File: config.mk
export PLATFORM = sky130hd
export DESIGN_NAME = tap_double_tap_recognizer_top_flat
export DESIGN_NICKNAME = d
export VERILOG_FILES = /design/src/hw/rtl/tdt_pkg.sv /design/src/hw/rtl/tdt_if.sv /design/src/hw/rtl/tap_double_tap_recognizer_top.sv /design/src/hw/rtl/tdt_slop_chk.sv /design/src/hw/rtl/tdt_core.sv /design/src/hw/rtl/tdt_out_buf.sv /design/src/flat_wrapper.sv
export SDC_FILE = /design/constraint.sdc
export NUM_CORES = 2
export LEC_CHECK = 0
export BUFFER_PORTS_ARGS = -buffer_cell sky130_fd_sc_hd__buf_2
export CORE_ASPECT_RATIO = 0.75
export CORE_MARGIN = 3
export CORE_UTILIZATION = 31
export CTS_CLUSTER_DIAMETER = 50
export DETAILED_ROUTE_END_ITERATION = 10
export MAX_ROUTING_LAYER = met4
export SLEW_MARGIN = 5
export SYNTH_ARGS = -nofsm -noshare
export SYNTH_HDL_FRONTEND = slang
export SYNTH_SLANG_ARGS = --single-unit
File: constraint.sdc
create_clock -name clk_i -period 34.6 [get_ports clk_i]
set_input_delay 3.46 -clock clk_i [delete_from_list [all_inputs] [get_ports clk_i]]
set_output_delay 3.46 -clock clk_i [all_outputs]
set_load 0.01 [all_outputs]
File: src/hw/rtl/tdt_pkg.sv
// Package for the tap and double-tap recognizer: codes, widths, defaults and shared types.
`default_nettype none
package tdt_pkg;

  // Default geometry of the pointer data
  localparam int COORD_BITS_DEF = 16;
  localparam int TIME_BITS_DEF  = 32;

  // Configuration register widths and reset values
  localparam int SLOP_W   = 10;
  localparam int WIN_W    = 24;
  localparam int CFG_W    = 24;
  localparam int CFG_IDX_W = 2;
  localparam logic [SLOP_W-1:0] SLOP_RST = SLOP_W'(18);
  localparam logic [WIN_W-1:0]  WIN_RST  = WIN_W'(300000);
  localparam logic              EN_RST   = 1'b1;
  localparam int SLOP_MAX = (1 << SLOP_W) - 1;

  // Configuration register indexes
  typedef enum logic [CFG_IDX_W-1:0] {
    CFG_SLOP   = 2'd0,
    CFG_WINDOW = 2'd1,
    CFG_ENABLE = 2'd2
  } cfg_idx_e;

  // Pointer commands
  typedef enum logic [2:0] {
    CMD_DOWN   = 3'd0,
    CMD_MOVE   = 3'd1,
    CMD_UP     = 3'd2,
    CMD_CANCEL = 3'd3,
    CMD_RESET  = 3'd4
  } cmd_e;

  // Button codes
  localparam logic [1:0] BTN_LEFT  = 2'd0;
  localparam logic [1:0] BTN_RIGHT = 2'd1;

  // Gesture event codes
  typedef enum logic [3:0] {
    EVT_TAP_DOWN       = 4'd0,
    EVT_SECONDARY_DOWN = 4'd1,
    EVT_DOUBLE_DOWN    = 4'd2,
    EVT_TAP_UP         = 4'd3,
    EVT_TAP            = 4'd4,
    EVT_SECONDARY_UP   = 4'd5,
    EVT_SECONDARY_TAP  = 4'd6,
    EVT_DOUBLE_TAP     = 4'd7,
    EVT_TAP_CANCEL     = 4'd8,
    EVT_DOUBLE_CANCEL  = 4'd9
  } evt_e;

  // Live configuration handed to the core
  typedef struct packed {
    logic [SLOP_W-1:0] slop;
    logic [WIN_W-1:0]  window;
    logic              enabled;
  } cfg_t;

  // Results of one item: count (0..2) and up to two event codes
  typedef struct packed {
    logic [1:0] count;
    evt_e       first;
    evt_e       second;
  } res_ctl_t;

endpackage
`default_nettype wire

File: src/hw/rtl/tdt_if.sv
// Valid/ready channel interfaces for pointer items and gesture results.
`default_nettype none
interface tdt_in_if #(
  parameter int COORD_BITS = 16,
  parameter int TIME_BITS  = 32
);
  logic                         valid;
  logic                         ready;
  logic [2:0]                   command;
  logic signed [COORD_BITS-1:0] pos_x;
  logic signed [COORD_BITS-1:0] pos_y;
  logic [1:0]                   button;
  logic [TIME_BITS-1:0]         stamp;

  modport source (output valid, command, pos_x, pos_y, button, stamp, input ready);
  modport sink   (input valid, command, pos_x, pos_y, button, stamp, output ready);
endinterface

interface tdt_out_if #(
  parameter int COORD_BITS = 16,
  parameter int TIME_BITS  = 32
);
  logic                         valid;
  logic                         ready;
  logic [3:0]                   event_code;
  logic signed [COORD_BITS-1:0] out_x;
  logic signed [COORD_BITS-1:0] out_y;
  logic [1:0]                   out_button;
  logic [TIME_BITS-1:0]         out_time;
  logic                         last_of_run;

  modport source (output valid, event_code, out_x, out_y, out_button, out_time,
                  last_of_run, input ready);
  modport sink   (input valid, event_code, out_x, out_y, out_button, out_time,
                  last_of_run, output ready);
endinterface
`default_nettype wire

File: src/hw/rtl/tap_double_tap_recognizer_top.sv
// Top level of the tap and double-tap recognizer.
// Pointer items enter an input register; the gesture decision and state update
// happen in one pass from there into a result register that holds both events
// of an item. Items with zero or one result stream at one per cycle while the
// receiver is ready; an item with two results holds the result register until
// both events drain, because the single result port drains one event per
// transfer. The first result is valid once the item has passed through the
// input register and been loaded into the result register.
// Configuration writes take effect at the next edge.
`default_nettype none
module tap_double_tap_recognizer_top
  import tdt_pkg::*;
#(
  parameter int COORD_BITS = COORD_BITS_DEF,
  parameter int TIME_BITS  = TIME_BITS_DEF
) (
  input  wire logic                 clk_i,
  input  wire logic                 rst_ni,
  tdt_in_if.sink                    in_ch,
  tdt_out_if.source                 out_ch,
  input  wire logic                 cfg_we_i,
  input  wire logic [CFG_IDX_W-1:0] cfg_index_i,
  input  wire logic [CFG_W-1:0]     cfg_wdata_i
);

  logic                         in_valid_q;
  logic [2:0]                   cmd_q;
  logic signed [COORD_BITS-1:0] x_q, y_q;
  logic [1:0]                   btn_q;
  logic [TIME_BITS-1:0]         stamp_q;
  logic                         go, can_load;
  cfg_t                         cfg_q;
  res_ctl_t                     ctl;

  // Configuration registers
  always_ff @(posedge clk_i or negedge rst_ni) begin
    if (!rst_ni) begin
      cfg_q.slop    <= SLOP_RST;
      cfg_q.window  <= WIN_RST;
      cfg_q.enabled <= EN_RST;
    end else if (cfg_we_i) begin
      case (cfg_index_i)
        CFG_SLOP:   cfg_q.slop    <= cfg_wdata_i[SLOP_W-1:0];
        CFG_WINDOW: cfg_q.window  <= cfg_wdata_i[WIN_W-1:0];
        CFG_ENABLE: cfg_q.enabled <= cfg_wdata_i[0];
        default:    cfg_q         <= cfg_q;
      endcase
    end
  end

  // Input register
  assign go          = in_valid_q && can_load;
  assign in_ch.ready = !in_valid_q || go;

  always_ff @(posedge clk_i or negedge rst_ni) begin
    if (!rst_ni) begin
      in_valid_q <= 1'b0;
    end else if (in_ch.ready) begin
      in_valid_q <= in_ch.valid;
    end
  end

  always_ff @(posedge clk_i) begin
    if (in_ch.valid && in_ch.ready) begin
      cmd_q   <= in_ch.command;
      x_q     <= in_ch.pos_x;
      y_q     <= in_ch.pos_y;
      btn_q   <= in_ch.button;
      stamp_q <= in_ch.stamp;
    end
  end

  tdt_core #(.COORD_BITS(COORD_BITS), .TIME_BITS(TIME_BITS)) u_core (
    .clk_i   (clk_i),
    .rst_ni  (rst_ni),
    .go_i    (go),
    .cmd_i   (cmd_q),
    .x_i     (x_q),
    .y_i     (y_q),
    .btn_i   (btn_q),
    .stamp_i (stamp_q),
    .cfg_i   (cfg_q),
    .ctl_o   (ctl)
  );

  tdt_out_buf #(.COORD_BITS(COORD_BITS), .TIME_BITS(TIME_BITS)) u_out_buf (
    .clk_i      (clk_i),
    .rst_ni     (rst_ni),
    .load_i     (go),
    .ctl_i      (ctl),
    .x_i        (x_q),
    .y_i        (y_q),
    .btn_i      (btn_q),
    .time_i     (stamp_q),
    .can_load_o (can_load),
    .out_ch     (out_ch)
  );

endmodule
`default_nettype wire

File: src/hw/rtl/tdt_slop_chk.sv
// Squared-distance test of two points against the squared slop radius.
`default_nettype none
module tdt_slop_chk
  import tdt_pkg::*;
#(
  parameter int COORD_BITS = COORD_BITS_DEF
) (
  input  wire logic signed [COORD_BITS-1:0] ax_i,
  input  wire logic signed [COORD_BITS-1:0] ay_i,
  input  wire logic signed [COORD_BITS-1:0] bx_i,
  input  wire logic signed [COORD_BITS-1:0] by_i,
  input  wire logic [SLOP_W-1:0]            slop_i,
  output      logic                         near_o
);

  localparam int MW = (COORD_BITS > SLOP_W) ? COORD_BITS : SLOP_W;

  logic signed [COORD_BITS:0] diff_x, diff_y;
  logic [COORD_BITS-1:0]      mag_x, mag_y;
  logic [MW-1:0]              ext_x, ext_y;
  logic                       fit_x, fit_y;
  logic [2*SLOP_W-1:0]        sq_x, sq_y, sq_r;
  logic [2*SLOP_W:0]          sum;

  // Absolute coordinate gaps
  assign diff_x = $signed({ax_i[COORD_BITS-1], ax_i}) - $signed({bx_i[COORD_BITS-1], bx_i});
  assign diff_y = $signed({ay_i[COORD_BITS-1], ay_i}) - $signed({by_i[COORD_BITS-1], by_i});
  assign mag_x  = diff_x[COORD_BITS] ? COORD_BITS'(-diff_x) : diff_x[COORD_BITS-1:0];
  assign mag_y  = diff_y[COORD_BITS] ? COORD_BITS'(-diff_y) : diff_y[COORD_BITS-1:0];
  assign ext_x  = MW'(mag_x);
  assign ext_y  = MW'(mag_y);

  // A gap beyond the largest radius is out of slop whatever the radius
  assign fit_x = (ext_x <= MW'(SLOP_MAX));
  assign fit_y = (ext_y <= MW'(SLOP_MAX));

  // Squares on the narrow gap only
  assign sq_x = ext_x[SLOP_W-1:0] * ext_x[SLOP_W-1:0];
  assign sq_y = ext_y[SLOP_W-1:0] * ext_y[SLOP_W-1:0];
  assign sq_r = slop_i * slop_i;
  assign sum  = {1'b0, sq_x} + {1'b0, sq_y};

  assign near_o = fit_x && fit_y && (sum <= {1'b0, sq_r});

endmodule
`default_nettype wire

File: src/hw/rtl/tdt_core.sv
// Gesture state and per-item decision logic of the tap recognizer.
`default_nettype none
module tdt_core
  import tdt_pkg::*;
#(
  parameter int COORD_BITS = COORD_BITS_DEF,
  parameter int TIME_BITS  = TIME_BITS_DEF
) (
  input  wire logic                         clk_i,
  input  wire logic                         rst_ni,
  input  wire logic                         go_i,
  input  wire logic [2:0]                   cmd_i,
  input  wire logic signed [COORD_BITS-1:0] x_i,
  input  wire logic signed [COORD_BITS-1:0] y_i,
  input  wire logic [1:0]                   btn_i,
  input  wire logic [TIME_BITS-1:0]         stamp_i,
  input  wire cfg_t                         cfg_i,
  output      res_ctl_t                     ctl_o
);

  localparam int EW = (TIME_BITS > WIN_W) ? TIME_BITS : WIN_W;

  logic                         pressed_q, pressed_d;
  logic signed [COORD_BITS-1:0] press_x_q, press_x_d, press_y_q, press_y_d;
  logic [1:0]                   press_btn_q, press_btn_d;
  logic [TIME_BITS-1:0]         press_time_q, press_time_d;
  logic                         pending_q, pending_d;
  logic signed [COORD_BITS-1:0] prev_x_q, prev_x_d, prev_y_q, prev_y_d;
  logic [TIME_BITS-1:0]         prev_time_q, prev_time_d;

  logic                 near_press, near_prev, in_window, dbl_ok;
  logic [TIME_BITS-1:0] elapsed;

  // Distance to the held press and to the remembered tap
  tdt_slop_chk #(.COORD_BITS(COORD_BITS)) u_chk_press (
    .ax_i(x_i), .ay_i(y_i), .bx_i(press_x_q), .by_i(press_y_q),
    .slop_i(cfg_i.slop), .near_o(near_press)
  );

  tdt_slop_chk #(.COORD_BITS(COORD_BITS)) u_chk_prev (
    .ax_i(x_i), .ay_i(y_i), .bx_i(prev_x_q), .by_i(prev_y_q),
    .slop_i(cfg_i.slop), .near_o(near_prev)
  );

  // Double-tap window, elapsed time wraps with the stamp counter
  assign elapsed   = stamp_i - prev_time_q;
  assign in_window = (EW'(elapsed) <= EW'(cfg_i.window));
  assign dbl_ok    = cfg_i.enabled && pending_q && in_window && near_prev;

  // Decision and next state
  always_comb begin
    pressed_d    = pressed_q;
    press_x_d    = press_x_q;
    press_y_d    = press_y_q;
    press_btn_d  = press_btn_q;
    press_time_d = press_time_q;
    pending_d    = pending_q;
    prev_x_d     = prev_x_q;
    prev_y_d     = prev_y_q;
    prev_time_d  = prev_time_q;
    ctl_o.count  = 2'd0;
    ctl_o.first  = EVT_TAP_DOWN;
    ctl_o.second = EVT_TAP_DOWN;
    if (go_i) begin
      case (cmd_i)
        CMD_DOWN: begin
          pressed_d    = 1'b1;
          press_x_d    = x_i;
          press_y_d    = y_i;
          press_btn_d  = btn_i;
          press_time_d = stamp_i;
          if (dbl_ok) begin
            ctl_o.count = 2'd1;
            ctl_o.first = EVT_DOUBLE_DOWN;
          end else if (btn_i == BTN_RIGHT) begin
            ctl_o.count = 2'd1;
            ctl_o.first = EVT_SECONDARY_DOWN;
          end else if (btn_i == BTN_LEFT) begin
            ctl_o.count = 2'd1;
            ctl_o.first = EVT_TAP_DOWN;
          end
        end
        CMD_MOVE: begin
          if (pressed_q && !near_press) begin
            pressed_d    = 1'b0;
            pending_d    = 1'b0;
            ctl_o.count  = 2'd2;
            ctl_o.first  = EVT_TAP_CANCEL;
            ctl_o.second = EVT_DOUBLE_CANCEL;
          end
        end
        CMD_UP: begin
          if (pressed_q) begin
            pressed_d = 1'b0;
            if (near_press) begin
              if (press_btn_q == BTN_RIGHT) begin
                pending_d    = 1'b0;
                ctl_o.count  = 2'd2;
                ctl_o.first  = EVT_SECONDARY_UP;
                ctl_o.second = EVT_SECONDARY_TAP;
              end else if (press_btn_q == BTN_LEFT) begin
                if (dbl_ok) begin
                  pending_d   = 1'b0;
                  ctl_o.count = 2'd1;
                  ctl_o.first = EVT_DOUBLE_TAP;
                end else begin
                  // remember this tap only when double-tap is on
                  pending_d = cfg_i.enabled;
                  if (cfg_i.enabled) begin
                    prev_x_d    = x_i;
                    prev_y_d    = y_i;
                    prev_time_d = stamp_i;
                  end
                  ctl_o.count  = 2'd2;
                  ctl_o.first  = EVT_TAP_UP;
                  ctl_o.second = EVT_TAP;
                end
              end
            end else begin
              pending_d   = 1'b0;
              ctl_o.count = 2'd1;
              ctl_o.first = EVT_TAP_CANCEL;
            end
          end
        end
        CMD_CANCEL: begin
          if (pressed_q) begin
            pressed_d    = 1'b0;
            pending_d    = 1'b0;
            ctl_o.count  = 2'd2;
            ctl_o.first  = EVT_TAP_CANCEL;
            ctl_o.second = EVT_DOUBLE_CANCEL;
          end
        end
        CMD_RESET: begin
          pressed_d = 1'b0;
          pending_d = 1'b0;
        end
        default: begin
          pressed_d = pressed_q;
        end
      endcase
    end
  end

  // State registers
  always_ff @(posedge clk_i or negedge rst_ni) begin
    if (!rst_ni) begin
      pressed_q    <= 1'b0;
      press_x_q    <= '0;
      press_y_q    <= '0;
      press_btn_q  <= '0;
      press_time_q <= '0;
      pending_q    <= 1'b0;
      prev_x_q     <= '0;
      prev_y_q     <= '0;
      prev_time_q  <= '0;
    end else begin
      pressed_q    <= pressed_d;
      press_x_q    <= press_x_d;
      press_y_q    <= press_y_d;
      press_btn_q  <= press_btn_d;
      press_time_q <= press_time_d;
      pending_q    <= pending_d;
      prev_x_q     <= prev_x_d;
      prev_y_q     <= prev_y_d;
      prev_time_q  <= prev_time_d;
    end
  end

  // A tap becomes pending only through a release
  a_pending_from_up: assert property (@(posedge clk_i) disable iff (!rst_ni)
    $rose(pending_q) |-> $past(go_i && (cmd_i == CMD_UP) && cfg_i.enabled))
    else $error("tap pending without a release");

  // Reset command clears the gesture
  a_reset_clears: assert property (@(posedge clk_i) disable iff (!rst_ni)
    (go_i && (cmd_i == CMD_RESET)) |=> (!pressed_q && !pending_q))
    else $error("reset command left gesture state");

endmodule
`default_nettype wire

File: src/hw/rtl/tdt_out_buf.sv
// Result register: holds up to two events of one item and sends them in order.
`default_nettype none
module tdt_out_buf
  import tdt_pkg::*;
#(
  parameter int COORD_BITS = COORD_BITS_DEF,
  parameter int TIME_BITS  = TIME_BITS_DEF
) (
  input  wire logic                         clk_i,
  input  wire logic                         rst_ni,
  input  wire logic                         load_i,
  input  wire res_ctl_t                     ctl_i,
  input  wire logic signed [COORD_BITS-1:0] x_i,
  input  wire logic signed [COORD_BITS-1:0] y_i,
  input  wire logic [1:0]                   btn_i,
  input  wire logic [TIME_BITS-1:0]         time_i,
  output      logic                         can_load_o,
  tdt_out_if.source                         out_ch
);

  logic [1:0]                   cnt_q, cnt_d;
  evt_e                         first_q, second_q;
  logic signed [COORD_BITS-1:0] x_q, y_q;
  logic [1:0]                   btn_q;
  logic [TIME_BITS-1:0]         time_q;
  logic                         fire;

  assign fire       = out_ch.valid && out_ch.ready;
  assign can_load_o = (cnt_q == 2'd0) || ((cnt_q == 2'd1) && fire);

  // Remaining-result count
  always_comb begin
    cnt_d = cnt_q;
    if (load_i) begin
      cnt_d = ctl_i.count;
    end else if (fire) begin
      cnt_d = cnt_q - 2'd1;
    end
  end

  always_ff @(posedge clk_i or negedge rst_ni) begin
    if (!rst_ni) begin
      cnt_q <= 2'd0;
    end else begin
      cnt_q <= cnt_d;
    end
  end

  // Payload; a single result sits in the second slot
  always_ff @(posedge clk_i) begin
    if (load_i) begin
      first_q  <= ctl_i.first;
      second_q <= (ctl_i.count == 2'd2) ? ctl_i.second : ctl_i.first;
      x_q      <= x_i;
      y_q      <= y_i;
      btn_q    <= btn_i;
      time_q   <= time_i;
    end
  end

  // Output channel
  assign out_ch.valid       = (cnt_q != 2'd0);
  assign out_ch.event_code  = (cnt_q == 2'd2) ? first_q : second_q;
  assign out_ch.out_x       = x_q;
  assign out_ch.out_y       = y_q;
  assign out_ch.out_button  = btn_q;
  assign out_ch.out_time    = time_q;
  assign out_ch.last_of_run = (cnt_q == 2'd1);

  a_cnt_range: assert property (@(posedge clk_i) disable iff (!rst_ni)
    cnt_q != 2'd3)
    else $error("result count out of range");

  a_no_overwrite: assert property (@(posedge clk_i) disable iff (!rst_ni)
    load_i |-> ((cnt_q == 2'd0) || ((cnt_q == 2'd1) && fire)))
    else $error("result register loaded while busy");

endmodule
`default_nettype wire

File: src/flat_wrapper.sv
// flat-port wrapper written by rule: the top's interface ports become plain ports
module tap_double_tap_recognizer_top_flat import tdt_pkg::*;
#(
  parameter int COORD_BITS = COORD_BITS_DEF,
  parameter int TIME_BITS  = TIME_BITS_DEF
)
  (clk_i, rst_ni, cfg_we_i, cfg_index_i, cfg_wdata_i, in_ch_valid, in_ch_command, in_ch_pos_x, in_ch_pos_y, in_ch_button, in_ch_stamp, in_ch_ready, out_ch_valid, out_ch_event_code, out_ch_out_x, out_ch_out_y, out_ch_out_button, out_ch_out_time, out_ch_last_of_run, out_ch_ready);
  tdt_in_if #(.COORD_BITS(COORD_BITS), .TIME_BITS(TIME_BITS)) in_ch_i ();
  tdt_out_if #(.COORD_BITS(COORD_BITS), .TIME_BITS(TIME_BITS)) out_ch_i ();
  input  wire logic clk_i;
  input  wire logic rst_ni;
  input  wire logic cfg_we_i;
  input  wire logic [CFG_IDX_W-1:0] cfg_index_i;
  input  wire logic [CFG_W-1:0] cfg_wdata_i;
  input wire logic [$bits(in_ch_i.valid)-1:0] in_ch_valid;
  input wire logic [$bits(in_ch_i.command)-1:0] in_ch_command;
  input wire logic [$bits(in_ch_i.pos_x)-1:0] in_ch_pos_x;
  input wire logic [$bits(in_ch_i.pos_y)-1:0] in_ch_pos_y;
  input wire logic [$bits(in_ch_i.button)-1:0] in_ch_button;
  input wire logic [$bits(in_ch_i.stamp)-1:0] in_ch_stamp;
  output wire logic [$bits(in_ch_i.ready)-1:0] in_ch_ready;
  output wire logic [$bits(out_ch_i.valid)-1:0] out_ch_valid;
  output wire logic [$bits(out_ch_i.event_code)-1:0] out_ch_event_code;
  output wire logic [$bits(out_ch_i.out_x)-1:0] out_ch_out_x;
  output wire logic [$bits(out_ch_i.out_y)-1:0] out_ch_out_y;
  output wire logic [$bits(out_ch_i.out_button)-1:0] out_ch_out_button;
  output wire logic [$bits(out_ch_i.out_time)-1:0] out_ch_out_time;
  output wire logic [$bits(out_ch_i.last_of_run)-1:0] out_ch_last_of_run;
  input wire logic [$bits(out_ch_i.ready)-1:0] out_ch_ready;
  assign in_ch_i.valid = in_ch_valid;
  assign in_ch_i.command = in_ch_command;
  assign in_ch_i.pos_x = in_ch_pos_x;
  assign in_ch_i.pos_y = in_ch_pos_y;
  assign in_ch_i.button = in_ch_button;
  assign in_ch_i.stamp = in_ch_stamp;
  assign in_ch_ready = in_ch_i.ready;
  assign out_ch_valid = out_ch_i.valid;
  assign out_ch_event_code = out_ch_i.event_code;
  assign out_ch_out_x = out_ch_i.out_x;
  assign out_ch_out_y = out_ch_i.out_y;
  assign out_ch_out_button = out_ch_i.out_button;
  assign out_ch_out_time = out_ch_i.out_time;
  assign out_ch_last_of_run = out_ch_i.last_of_run;
  assign out_ch_i.ready = out_ch_ready;
  tap_double_tap_recognizer_top #(.COORD_BITS(COORD_BITS), .TIME_BITS(TIME_BITS)) u_core (.clk_i(clk_i), .rst_ni(rst_ni), .in_ch(in_ch_i), .out_ch(out_ch_i), .cfg_we_i(cfg_we_i), .cfg_index_i(cfg_index_i), .cfg_wdata_i(cfg_wdata_i));
endmodule
After elaboration in Yosys (flattened, before gate mapping) --
Index checks and enable logic that the tools add are counted.
Cells by class: add/sub/neg operators 12, multiply operators 5, divide/modulo/power cells 0, order comparisons 7, equality and inequality tests 15, shift-type cells 0, mux-type cells 32, bitwise gates (word level) 2, reductions and logical operators 33
Operator list (number):
- $mul A10 B10 Y20 | 5
- $sub A16 B16 Y17 | 4
- $le A16 B10 Y1 const B | 4
- $mux W16 | 4
- $neg A16 Y16 | 4
- $mux W10 | 6
- $add A20 B20 Y21 | 2
- $le A21 B20 Y1 | 2
- $le A32 B24 Y1 | 1
- $sub A32 B32 Y32 | 1
- $mux W6 | 4
- $pmux W6 S4 | 1
- $logic_and A1 B1 Y1 | 12
- $mux W4 | 3
- $pmux W4 S3 | 1
- $eq A2 B1 Y1 const B | 4
- $logic_not A2 Y1 | 4
- $reduce_and A2 Y1 | 4
- $reduce_and A8 Y1 | 1
- $mux W1 | 7
- $eq A2 B2 Y1 const B | 3
- $eq A3 B2 Y1 const B | 2
- $ne A2 B2 Y1 const B | 3
- $reduce_and A6 Y1 | 1
- 18 further kinds | 23
Storage, ports and cells: bits in registers 281, latch bits 0, memory bits (writable) 0, memory bits (read-only) 0, bits of input ports 100, output and inout bits 73, logic and storage cells 130, memories kept 0

Depth between registers and ports, before layout --
depth in word-level cells 17, gate-level depth with buffers 55, mapped depth without buffers 51

Cells and area by module --
A second synthesis with hierarchy kept.
Unflattened totals: cells, all modules 3579, area total of the unflattened synthesis 34714.5 um^2
By module, submodules not included:
- tdt_slop_chk (u_core.u_core.u_chk_prev) | instances 1, cells each 1319, area each 10950.5 um^2, sequential area each 0.0 um^2
- tdt_slop_chk (u_core.u_core.u_chk_press) | instances 1, cells each 1293, area each 10819.1 um^2, sequential area each 0.0 um^2
- tdt_core | instances 1, cells each 716, area each 6906.6 um^2, sequential area each 2502.4 um^2
- tap_double_tap_recognizer_top | instances 1, cells each 150, area each 3550.9 um^2, sequential area each 2986.6 um^2
- tdt_out_buf | instances 1, cells each 101, area each 2487.4 um^2, sequential area each 2272.2 um^2

Worst setup path before layout --
No wires, ideal clock.
path kind register to register, start point register u_core.y_q[9], end point register u_core.u_core.prev_time_q[10], library setup time 0.125 ns, arrival time 11.362 ns, data required time 34.475 ns, path slack 23.113 ns, stages on the path, launching flop included 53, buffers on the path 5, period minus slack after synthesis 11.487 ns, cells stage by stage edfxtp_1 -> ha_1 -> clkbuf_1 -> and2_0 -> clkbuf_1 -> nand3_1 -> a211o_1 -> a21oi_1 -> o21ai_1 -> a21oi_1 -> clkbuf_1 -> a31oi_1 -> xor2_1 -> inv_1 -> nand2_1 -> inv_1 -> fa_1 -> inv_1 -> [... 17 more ...] -> nor4_1 -> nor3_1 -> xor2_1 -> ha_1 -> nand3_1 -> nor2_1 -> nand3_1 -> o41ai_1 -> o2111ai_1 -> nor4_1 -> nand4b_1 -> nor4_1 -> nand4_1 -> a211o_1 -> and4_4 -> buf_12 -> buf_12 -> mux2_4
On the way: word-level cells in the longest chain between the ends 10, elaborated cells between the ends (all ways) 21, classes of those cells add/sub (6); mul (2); order compare (4); mux (2); bitwise (1); reduce/logical (6)
RTL lines:
- from (decl) | line tap_double_tap_recognizer_top.sv:28 | logic signed [COORD_BITS-1:0] x_q, y_q;
- from (signal assigned) | line tap_double_tap_recognizer_top.sv:67 | y_q <= in_ch.pos_y;
- $sub A16 B16 Y17 | line tdt_slop_chk.sv:27 | assign diff_y = $signed({ay_i[COORD_BITS-1], ay_i}) - $signed({by_i[COORD_BITS-1], by_i});
- $neg A16 Y16 | line tdt_slop_chk.sv:29 | assign mag_y = diff_y[COORD_BITS] ? COORD_BITS'(-diff_y) : diff_y[COORD_BITS-1:0];
- $mux W16 | line tdt_slop_chk.sv:29
- $mul A10 B10 Y20 | line tdt_slop_chk.sv:39 | assign sq_y = ext_y[SLOP_W-1:0] * ext_y[SLOP_W-1:0];
- $add A20 B20 Y21 | line tdt_slop_chk.sv:41 | assign sum = {1'b0, sq_x} + {1'b0, sq_y};
- $le A21 B20 Y1 | line tdt_slop_chk.sv:43 | assign near_o = fit_x && fit_y && (sum <= {1'b0, sq_r});
- $logic_and A1 B1 Y1 | line tdt_slop_chk.sv:43
- $logic_and A1 B1 Y1 | line tdt_core.sv:48 | assign dbl_ok = cfg_i.enabled && pending_q && in_window && near_prev;
- $not A1 Y1 (no line)
- $reduce_and A8 Y1 (no line) (*)
- to (signal assigned) | line tdt_core.sv:167 | prev_time_q <= prev_time_d;
- to (decl) | line tdt_core.sv:29 | logic [TIME_BITS-1:0] prev_time_q, prev_time_d;
Every way passes the cells marked *; elsewhere a longest branch is shown, timed or not. A chain may end at the register's enable or synchronous reset.

Worst setup path after layout --
start point register u_core.y_q[0], end point register u_core.u_core.prev_time_q[3]
Same word-level chain as after synthesis.

==> results.json <==
{
  "drt_iter0_drc": 1751,
  "setup_ws_ns": 19.85,
  "cts-root-buf": "clkbuf_16",
  "holdPathEnd": "u_core.u_out_buf.out_ch.out_time[3]",
  "coreArea_um2": 101900,
  "synth.distinct_cells": 84,
  "place_ws_ns": 20.11,
  "cp_max_fo": 34,
  "tns_ns": 0,
  "startpoint_type": "flop",
  "finalSetupViolations": 0,
  "clock-sinks": 281,
  "clk_pin_slew_worst_paths_ns": 0.07,
  "reg2regPathDepth": 46,
  "die_area_um2": 107400,
  "timing.fmax_ghz": 0.06780,
  "die-width_um": 377.4,
  "nets": 4249,
  "fin_util_pct": 34.86,
  "dp_hpwl_mm": 68.12,
  "cts_htree_levels": 1,
  "cts_resized": 0,
  "yosys-top-cells-count": "inv_1 (587), ha_1 (376), fa_1 (315)",
  "cts_buffers": 30,
  "synthesis.area_um2": 32070,
  "vias": 23630,
  "fin_crit_ns": 14.75,
  "synth_edf_count": 143,
  "synth_area_leaders": "fa_1 (20%), ha_1 (15%), edfxtp_1 (13%)",
  "synth.largest_area_cell": "fa_1",
  "start_util_pct": 31.49,
  "hold_buffers": 0,
  "drive_gt1_share_pct": 12.09,
  "hp-start": "u_core.stamp_q[3]",
  "multiInputGateArea_um2": 21760,
  "grtUsageTotal_pct": 16.19,
  "row_count": 101,
  "skew_ns": 0.01425,
  "r2r-end": "u_core.u_core.prev_time_q[3]",
  "antenna_found_initial": 2,
  "async_flop_share_pct": 49.11,
  "syn_area_per_cell_um2": 9.722,
  "seqCellArea_um2": 7761,
  "postRouteAntennaNets": 0,
  "drv_slew": 0,
  "grt_overflow": 0,
  "clk_path_buf_depth": 3,
  "fin_crit_sh_pct": 42.63,
  "ys_seq_area_share_pct": 24.20,
  "yosys_warnings": 0,
  "die_y_um": 284.6,
  "syn2layout_area_growth_pct": 10.69,
  "r2r_setup_slack_ns": 19.85,
  "rsz0062_at_grt": "no",
  "slowest_stage": "a31oi_1",
  "io_buffer_count": 172,
  "end_kind": "flop",
  "status": "finished clean",
  "slowest_delay_ns": 0.84,
  "wire_per_inst_um": 17.10,
  "grt_max_degree": 65,
  "crit_arrival_ns": 15.23,
  "crit_top_cell": "inv_1",
  "n_fill_cell": 10420,
  "cap_violations": 0,
  "r2r_start": "u_core.y_q[0]",
  "finalWirelength_mm": 82.45,
  "crit_required_ns": 35.08,
  "synth_top_cell_area_share_pct": 19.66,
  "gp_congestion": 0.8961,
  "syn-num-nets": 4090,
  "tightest_slew_ns": 1.214,
  "grt_pass1_wl_mm": 135.7,
  "vias_per_cell": 4.901,
  "synth_flop_cell": "edfxtp_1",
  "crit_type": "flop to flop",
  "post_cts_buffers": 0,
  "worstHoldPathCells": 0,
  "grt_pass1_vias": 24250,
  "drcViolationCount": 0,
  "firstDrtPassIters": 5,
  "slew_headroom_pct": 18.31,
  "syn_inst": 3299,
  "ys_seq_elements": 281,
  "holdCritPathClass": "flop to flop",
  "cts_tree": "yes",
  "clkLatencyLatePin_ns": 0.61,
  "io_pins": 173,
  "yosys.cell_count.top_type": "inv_1",
  "report.final.hold_viol_count": 0
}
-- metal layers --
| metal | part of all wire, % | GRT usage [%] | wire, um |
|---|---|---|---|
| met1 | 51 | 24.05 | 41770 |
| met2 | 40 | 22.78 | 33370 |
| met3 | 7.7 | 3.881 | 6365 |
| met4 | 1.1 | 1.807 | 942 |
| met5 | 0 | - | 0 |
-- layout by cell type, fill, tap and decap left out, types with 48 or more instances in the layout --
| master | instances |
|---|---|
| dfrtp_1 | 127 |
| nand2_1 | 202 |
| inv_1 | 586 |
| a21o_1 | 57 |
| xnor2_1 | 116 |
| nor3_1 | 55 |
| mux2_2 | 57 |
| mux2_4 | 50 |
| xor2_1 | 56 |
| nor2_1 | 236 |
| o21ai_0 | 139 |
| buf_2 | 171 |
| and2_1 | 48 |
| fa_1 | 315 |
| ha_1 | 376 |
| a21oi_1 | 134 |
| edfxtp_1 | 143 |
-- cell families after synthesis --
kind of cell	count (synthesis)	share of synthesized area, %
AND/OR/NAND/NOR	824	12.73
XOR/XNOR	172	4.697
adder cells (fa/ha/maj)	691	34.33
flip-flops	281	24.20
buffers and inverters	655	8.012
AO/OA/AOI/OAI	556	11.29
multiplexers	120	4.747
-- flip-flops by register name, indices dropped and copies added, names as in the netlist, 32 cells and up --
name                              cells
u_core.cfg_q                         35
u_core.stamp_q                       32
u_core.u_core.prev_time_q            32
u_core.u_out_buf.out_ch.out_time     32
-- worst max-delay path: cells and delay by family, from the launching register on --
kind | cells | cell delay, ns
muxes | 1 | 0.41
xor gates and xnor gates | 2 | 0.50
and+or+nand+nor | 8 | 2.66
buffers and inverters | 10 | 1.77
adders and majority gates | 11 | 4.86
DFF | 1 | 0.43
AOI/OAI and AO/OA | 14 | 3.92
-- per-stage QoR --
stage	hold slack, ns	std cells	instance area [um2]
6_report	0.5002	4822	35500
3_3_place_gp	0.4813	4765	34440
5_1_grt	0.5162	4822	35500
4_1_cts	0.5059	4821	35500
3_5_place_dp	0.4784	4765	34440
2_1_floorplan	0.4412	3299	32070
-- how the worst max path moves through the flow --
stage / from / end / depth (start not counted)
after floorplan: u_core.y_q[9] / u_core.u_core.prev_time_q[10] / 52
after global placement: u_core.y_q[0] / u_core.u_core.prev_time_q[2] / 46
after detailed placement: u_core.y_q[0] / u_core.u_core.prev_time_q[3] / 46
after CTS: u_core.y_q[0] / u_core.u_core.prev_time_q[3] / 46
after global routing: u_core.y_q[0] / u_core.u_core.prev_time_q[3] / 46
final: u_core.y_q[0] / u_core.u_core.prev_time_q[3] / 46
-- final cells by class --
cell class / instances / share of cell area (%)
Antenna cell: 1 / 0.007048
Clock buffer: 35 / 2.280
Clock inverter: 21 / 0.7084
Inverter: 587 / 6.213
Multi-Input combinational cell: 2363 / 61.28
Sequential cell: 281 / 21.86
Tap cell: 1339 / 4.719
Timing Repair Buffer: 195 / 2.929
Power is not shown: default switching activity piles up to over one toggle a cycle in this logic, so the estimate is an artifact.
